[src/rtl/core/bwl_pkg.sv]
`default_nettype none
package bwl_pkg;

  localparam int WORD_BITS     = 64;
  localparam int WIDX_W        = 6;   // word index = bit_addr >> 6
  localparam int POS_W         = 6;   // bit position = bit_addr & 63
  localparam int LEN_W         = 7;
  localparam int MAX_WORDS     = 2 ** WIDX_W;  // words reachable by a 6-bit index
  localparam int NUM_WORDS_DEF = 64;

  typedef enum logic [1:0] {
    REQ_SET     = 2'd0,
    REQ_CLR     = 2'd1,
    REQ_TEST    = 2'd2,
    REQ_CLR_ALL = 2'd3
  } req_type_e;

  typedef struct packed {
    req_type_e                 req_type;
    logic [WIDX_W+POS_W-1:0]   bit_addr;
  } req_t;

  typedef struct packed {
    logic             bit_value;
    logic [LEN_W-1:0] used_words;
  } res_t;

  // word write-back toward the store
  typedef struct packed {
    logic                 we;
    logic                 clr_all;
    logic [WIDX_W-1:0]    widx;
    logic [WORD_BITS-1:0] data;
  } st_wr_t;

  // nonzero-flag update toward the length tracker
  typedef struct packed {
    logic              we;
    logic              clr_all;
    logic [WIDX_W-1:0] widx;
    logic              nz;
  } nz_upd_t;

endpackage
`default_nettype wire

[src/rtl/core/bitset_with_logical_length.sv]
`default_nettype none
// Channel   Ports                 Transfer
// -------   --------------------  ------------------------------------------
// request   start, busy, req_i    edge with start high and busy low
// result    done_o, res_o         one-cycle strobe, receiver cannot stall
//
// The accept edge issues the word read, the busy cycle modifies the word and
// writes it back, and the result strobes in the cycle after that. A new
// request is not taken while busy, during the read-modify-write of the word
// store. Reset and clear all wipe the valid bits and the per-word nonzero
// flags at once, so no clearing pass is needed. The length is one past the
// highest nonzero word, from a priority encoder. The receiver cannot stall.
module bitset_with_logical_length import bwl_pkg::*; #(
  parameter int NUM_WORDS = NUM_WORDS_DEF
) (
  input  wire logic clk_i,
  input  wire logic rst_ni,
  input  wire logic start,
  output logic      busy,
  input  wire req_t req_i,
  output logic      done_o,
  output res_t      res_o
);

  localparam int Depth = (NUM_WORDS < MAX_WORDS) ? NUM_WORDS : MAX_WORDS;

  typedef enum logic [1:0] {
    ST_IDLE = 2'b01,
    ST_RMW  = 2'b10
  } state_e;

  state_e            state_q, state_d;
  req_type_e         req_q;
  logic [WIDX_W-1:0] widx_q;
  logic [POS_W-1:0]  pos_q;
  logic              done_q;
  logic              val_q, val_d;

  logic                 accept;
  logic [WORD_BITS-1:0] word;
  logic [WORD_BITS-1:0] mask;
  logic [WORD_BITS-1:0] new_word;
  logic                 in_store;
  st_wr_t               st_wr;
  nz_upd_t              nz_upd;
  logic [LEN_W-1:0]     len;

  assign accept = start && (state_q == ST_IDLE);
  assign busy   = (state_q == ST_RMW);

  always_comb begin
    state_d = state_q;
    case (state_q)
      ST_IDLE: if (accept) state_d = ST_RMW;
      ST_RMW:  state_d = ST_IDLE;
      default: state_d = ST_IDLE;
    endcase
  end

  always_ff @(posedge clk_i or negedge rst_ni) begin
    if (!rst_ni) begin
      state_q <= ST_IDLE;
      done_q  <= 1'b0;
    end else begin
      state_q <= state_d;
      done_q  <= busy;
    end
  end

  always_ff @(posedge clk_i) begin
    if (accept) begin
      req_q  <= req_i.req_type;
      widx_q <= req_i.bit_addr[WIDX_W+POS_W-1:POS_W];
      pos_q  <= req_i.bit_addr[POS_W-1:0];
    end
    if (busy) begin
      val_q <= val_d;
    end
  end

  bwl_store #(
    .NUM_WORDS (NUM_WORDS)
  ) u_store (
    .clk_i     (clk_i),
    .rst_ni    (rst_ni),
    .rd_en_i   (accept),
    .rd_widx_i (req_i.bit_addr[WIDX_W+POS_W-1:POS_W]),
    .wr_i      (st_wr),
    .rd_data_o (word)
  );

  // modify stage; words beyond the store are never touched
  assign in_store = {1'b0, widx_q} < LEN_W'(Depth);
  assign mask     = WORD_BITS'(1) << pos_q;

  always_comb begin
    new_word = word;
    val_d    = 1'b0;
    st_wr    = '0;
    nz_upd   = '0;
    case (req_q)
      REQ_SET: begin
        new_word = word | mask;
        st_wr.we = busy && in_store;
      end
      REQ_CLR: begin
        // a word past the length is zero, so this is a no-op there
        new_word = word & ~mask;
        st_wr.we = busy && in_store;
      end
      REQ_TEST: begin
        val_d = in_store && word[pos_q];
      end
      REQ_CLR_ALL: begin
        st_wr.clr_all = busy;
      end
      default: ;
    endcase
    st_wr.widx     = widx_q;
    st_wr.data     = new_word;
    nz_upd.we      = st_wr.we;
    nz_upd.clr_all = st_wr.clr_all;
    nz_upd.widx    = widx_q;
    nz_upd.nz      = |new_word;
  end

  bwl_len #(
    .NUM_WORDS (NUM_WORDS)
  ) u_len (
    .clk_i  (clk_i),
    .rst_ni (rst_ni),
    .upd_i  (nz_upd),
    .len_o  (len)
  );

  // length register holds until the next write cycle, past the strobe
  assign done_o = done_q;
  assign res_o  = '{bit_value: val_q, used_words: len};

endmodule
`default_nettype wire

[src/rtl/core/bwl_store.sv]
`default_nettype none
module bwl_store import bwl_pkg::*; #(
  parameter int NUM_WORDS = NUM_WORDS_DEF
) (
  input  wire logic                 clk_i,
  input  wire logic                 rst_ni,
  input  wire logic                 rd_en_i,
  input  wire logic [WIDX_W-1:0]    rd_widx_i,
  input  wire st_wr_t               wr_i,
  output logic [WORD_BITS-1:0]      rd_data_o
);

  localparam int Depth = (NUM_WORDS < MAX_WORDS) ? NUM_WORDS : MAX_WORDS;
  localparam int AW    = (Depth > 1) ? $clog2(Depth) : 1;

  logic [WORD_BITS-1:0] mem_q [Depth];
  logic [Depth-1:0]     vld_q;
  logic [WORD_BITS-1:0] rd_data_q;
  logic                 rd_vld_q;

  logic [AW-1:0] rd_addr;
  logic [AW-1:0] wr_addr;
  assign rd_addr = rd_widx_i[AW-1:0];
  assign wr_addr = wr_i.widx[AW-1:0];

  always_ff @(posedge clk_i) begin
    if (wr_i.we) begin
      mem_q[wr_addr] <= wr_i.data;
    end
    if (rd_en_i) begin
      rd_data_q <= mem_q[rd_addr];
    end
  end

  // valid bits stand in for a cleared array
  always_ff @(posedge clk_i or negedge rst_ni) begin
    if (!rst_ni) begin
      vld_q    <= '0;
      rd_vld_q <= 1'b0;
    end else begin
      if (wr_i.clr_all) begin
        vld_q <= '0;
      end else if (wr_i.we) begin
        vld_q[wr_addr] <= 1'b1;
      end
      if (rd_en_i) begin
        rd_vld_q <= vld_q[rd_addr];
      end
    end
  end

  assign rd_data_o = rd_vld_q ? rd_data_q : '0;

endmodule
`default_nettype wire

[src/rtl/core/bwl_len.sv]
`default_nettype none
module bwl_len import bwl_pkg::*; #(
  parameter int NUM_WORDS = NUM_WORDS_DEF
) (
  input  wire logic             clk_i,
  input  wire logic             rst_ni,
  input  wire nz_upd_t          upd_i,
  output logic [LEN_W-1:0]      len_o
);

  localparam int Depth = (NUM_WORDS < MAX_WORDS) ? NUM_WORDS : MAX_WORDS;
  localparam int AW    = (Depth > 1) ? $clog2(Depth) : 1;

  logic [Depth-1:0] nz_q, nz_d;
  logic [LEN_W-1:0] len_q, len_d;

  always_comb begin
    nz_d = nz_q;
    if (upd_i.clr_all) begin
      nz_d = '0;
    end else if (upd_i.we) begin
      nz_d[upd_i.widx[AW-1:0]] = upd_i.nz;
    end
  end

  // priority encode: one past the highest nonzero word
  always_comb begin
    len_d = '0;
    for (int i = 0; i < Depth; i++) begin
      if (nz_d[i]) begin
        len_d = LEN_W'(i + 1);
      end
    end
  end

  always_ff @(posedge clk_i or negedge rst_ni) begin
    if (!rst_ni) begin
      nz_q  <= '0;
      len_q <= '0;
    end else begin
      nz_q  <= nz_d;
      len_q <= len_d;
    end
  end

  assign len_o = len_q;

endmodule
`default_nettype wire
[config.mk]
export PLATFORM = sky130hd
export DESIGN_NAME = bitset_with_logical_length
export DESIGN_NICKNAME = d
export VERILOG_FILES = /design/src/rtl/core/bwl_pkg.sv /design/src/rtl/core/bitset_with_logical_length.sv /design/src/rtl/core/bwl_store.sv /design/src/rtl/core/bwl_len.sv
export SDC_FILE = /design/constraint.sdc
export NUM_CORES = 2
export LEC_CHECK = 0
export BUFFER_PORTS_ARGS = -buffer_cell sky130_fd_sc_hd__clkbuf_2
export CORE_MARGIN = 5
export CORE_UTILIZATION = 60
export CTS_CLUSTER_DIAMETER = 40
export CTS_CLUSTER_SIZE = 20
export DETAILED_ROUTE_END_ITERATION = 6
export PLACE_DENSITY = 0.72
export SKIP_CTS_REPAIR_TIMING = 1
export SLEW_MARGIN = 20
export SYNTH_ARGS = -nofsm -noshare
export SYNTH_HDL_FRONTEND = slang
export SYNTH_SLANG_ARGS = --single-unit
[constraint.sdc]
create_clock -name clk_i -period 15.8 [get_ports clk_i]
set_input_delay 1.58 -clock clk_i [delete_from_list [all_inputs] [get_ports clk_i]]
set_output_delay 1.58 -clock clk_i [all_outputs]
set_load 0.02 [all_outputs]
==> run metrics <==
layout overhead on the synthesized area=14.0%; number of flops mapped to enable cells by yosys=4,175; number of antenna-violating nets in the routed design=0; post-detailed-routing wire length=493 mm; via count=85,600; post-layout minimum cycle time=6.11 ns; Post-Route M1 WL=166 mm; Worst Hold Class=flip-flop to flip-flop; fillcell total=16,400; TritonCTS clock tree=built; post-synth design cell area=167,000 um^2; cell repeated most along the worst path=sky130_fd_sc_hd__buf_4; area of combinational cells with multiple inputs=37,800 um^2; Die Span Y=538 um; Hold Worst Slack=0.470 ns; number of register bits inferred by synthesis=4,313; clk slew on worst S/H paths=0.06 ns; routed length on met2=235 mm; clock sink count=4,313; initial core utilization=0.601; critical path class=flip-flop to flip-flop; count of buffers from port buffering=26; worst vdd rail ir drop=0.000139 V; final setup TNS=0 ns; RePlAce Congestion=0.904; crit path capture type=flip-flop; maximum number of pins on one net before global-route repair=157; power density cells=134 nW/um^2; Core Util, Final=0.685; crit path max-delay cell type=sky130_fd_sc_hd__nor4b_2; post-DR vias/cell=7.36; wire length of the first global-routing pass=679 mm; DR WL/cell=42.4 um; fraction of layout cells with a size suffix above 1=0.334; Slew @ Worst Pin=1.27 ns; clock network latency to the later pin of the worst-skew pair=1.00 ns; die boundary width=538 um; DP HPWL=223 mm; final-report hold violation count=0; Period Utilization, post-route=0.387; antenna violations before repair=10; Net Count, Synth=7,155; worst setup skew after layout=0.0843 ns; max-slew headroom at the worst pin=0.153; worst stage delay on the critical path=0.79 ns; run status=finished, final reports clean; remaining routing DRC violations=0; maximum number of buffers from clock root to sink=4; cts bufs inserted=480; number of global-route vias before repair=85,200; data arrival time of the critical path=7.02 ns; sequential element share of the synthesized area=0.769; data required time of the worst path=16.72 ns; worst path buffer plus inverter count=3; area of the core=279,000 um^2; kind of start point of the critical path=flip-flop; count of distinct cell types in the synthesized netlist=87; Final Max Tran Viols=0; Die Outline Area=290,000 um^2; number of standard-cell rows in the floorplan=194; H-tree level count=5; largest fanout of any net on the critical path=65; Max-Cap Viols=0; all-layer global routing usage=0.340; Worst R2R Setup Slack=9.69 ns; fin nets=7,478; total iterations of the first detailed-routing run=6; number of warnings reported in the yosys synthesis log=0; Primary FF master, synth=sky130_fd_sc_hd__edfxtp_1; aggregate global routing overflow=0; number of I/O pins=27; RSZ-0062 raised after global routing=no; top layer in use=met5; Cells after Synth=7,138; fraction of synthesis flops using an asynchronous set or reset pin=0.0320; worst path cell trace=buf_4 > nor4b_2 > nand2_1 > mux2i_4 > buf_4 > nor4_1 > nand4_1 > or3_2 > buf_4 > mux2i_1 > nor2_1 > a2111oi_0 > o211ai_1 > a21oi_1 > o21a_1; met3 WL=63.2 mm; leakage power total=0.0614 uW; Setup-failing EPs final=0; fmax=0.164 GHz; Worst path top cell family by delay=simple AND/OR/NAND/NOR gates; register area=129,000 um^2; clock root cell=sky130_fd_sc_hd__clkbuf_16; average instance area after synthesis=23.5 um^2; DR iter-0 viols=15,800
[Yosys cell counts, types with 9 or more instances]
cell	count	share of area
sky130_fd_sc_hd__a211oi_1	14	0.00063
sky130_fd_sc_hd__and2_1	10	0.00037
sky130_fd_sc_hd__a31oi_1	20	0.00075
sky130_fd_sc_hd__buf_2	21	0.00063
sky130_fd_sc_hd__mux4_2	1384	0.19
sky130_fd_sc_hd__nor2_1	115	0.0026
sky130_fd_sc_hd__inv_1	68	0.0015
sky130_fd_sc_hd__a21o_1	27	0.0012
sky130_fd_sc_hd__dfrtp_1	137	0.020
sky130_fd_sc_hd__edfxtp_1	4175	0.75
sky130_fd_sc_hd__o211ai_1	12	0.00054
sky130_fd_sc_hd__clkbuf_1	266	0.0060
sky130_fd_sc_hd__or2_2	12	0.00045
sky130_fd_sc_hd__nor2b_1	10	0.00037
sky130_fd_sc_hd__a21oi_1	69	0.0021
sky130_fd_sc_hd__o21ai_0	73	0.0022
sky130_fd_sc_hd__buf_1	104	0.0023
sky130_fd_sc_hd__a31o_2	9	0.00047
sky130_fd_sc_hd__nand2b_1	10	0.00037
sky130_fd_sc_hd__nand2_1	289	0.0065
sky130_fd_sc_hd__nor3_1	22	0.00066
sky130_fd_sc_hd__o31ai_1	12	0.00054
sky130_fd_sc_hd__mux2i_1	50	0.0030
sky130_fd_sc_hd__nor3b_1	11	0.00049
sky130_fd_sc_hd__nand3_1	26	0.00078
[final timing paths]
| kind | startpoint | depth (start not counted) | endpoint |
|---|---|---|---|
| min | u_store.vld_q[62]$_DFFE_PN0P_ | 1 | u_store.vld_q[62]$_DFFE_PN0P_ |
| max | pos_q[3]$_DFFE_PP_ | 15 | u_len.len_o[0]$_DFF_PN0_ |
| min reg2reg | u_store.vld_q[62]$_DFFE_PN0P_ | 1 | u_store.vld_q[62]$_DFFE_PN0P_ |
| max in group asynchronous | rst_ni | 2 | u_len.nz_q[49]$_DFF_PN0_ |
| min in group asynchronous | rst_ni | 1 | done_o$_DFF_PN0_ |
| max reg2reg | pos_q[3]$_DFFE_PP_ | 15 | u_len.len_o[0]$_DFF_PN0_ |
[registers in the layout, summed over array words and instances (netlist names)]
signal	flops
done_o	1
pos_q	6
req_q	2
state_q	2
u_len.len_o	7
u_len.nz_q	63
u_store.mem_q	4096
u_store.rd_data_q	64
u_store.rd_vld_q	1
u_store.vld_q	64
val_q	1
widx_q	6
[logic make-up after synthesis]
family,synth area share
compound gates,0.0140
xor+xnor,0.000262
buf+inv,0.0106
flops,0.769
mux,0.190
simple gates,0.0161
[where the power goes]
part,internal (uW),total [uW],switching [uW]
clock network,6760,11800,5020
logic,487,1180,693
registers,12500,12600,70.9
[layout make-up]
cell class,instances,area share
clock inverter,392,0.0251
timing repair buffer,235,0.0106
antenna,3,0.0000393
clock buffer,521,0.0643
sequential,4313,0.675
tap,3724,0.0244
multi-input combinational,2363,0.198
inverter,68,0.00244
[per-stage QoR]
step	worst slack [ns]	instance area (um^2)	total power [uW]	std cells
3_5_place_dp	8.95	174000	14000	10700
4_1_cts	9.87	191000	25600	11600
2_1_floorplan	8.59	167000	13600	7138
3_3_place_gp	8.99	174000	14000	10700
5_1_grt	9.47	191000	26200	11600
6_report	9.69	191000	25600	11600
[routing by layer]
layer  vias up  global-route usage
met2      7459               0.527
met1     45200               0.461
li1      31500                   -
met5         -                   0
met4         4               0.167
met3      1469              0.0839
[layout by cell type, fill, tap and decap left out, types with 47 or more instances in the layout]
| cell | n |
|---|---|
| sky130_fd_sc_hd__nand2_1 | 289 |
| sky130_fd_sc_hd__clkinv_2 | 47 |
| sky130_fd_sc_hd__nor2_1 | 92 |
| sky130_fd_sc_hd__edfxtp_1 | 4175 |
| sky130_fd_sc_hd__inv_6 | 120 |
| sky130_fd_sc_hd__o21ai_0 | 64 |
| sky130_fd_sc_hd__mux4_2 | 1384 |
| sky130_fd_sc_hd__clkinvlp_4 | 56 |
| sky130_fd_sc_hd__clkinv_4 | 55 |
| sky130_fd_sc_hd__dfrtp_1 | 136 |
| sky130_fd_sc_hd__a21oi_1 | 69 |
| sky130_fd_sc_hd__buf_4 | 188 |
| sky130_fd_sc_hd__clkbuf_16 | 484 |
| sky130_fd_sc_hd__bufinv_16 | 58 |
(Power assumes the default switching activity.)
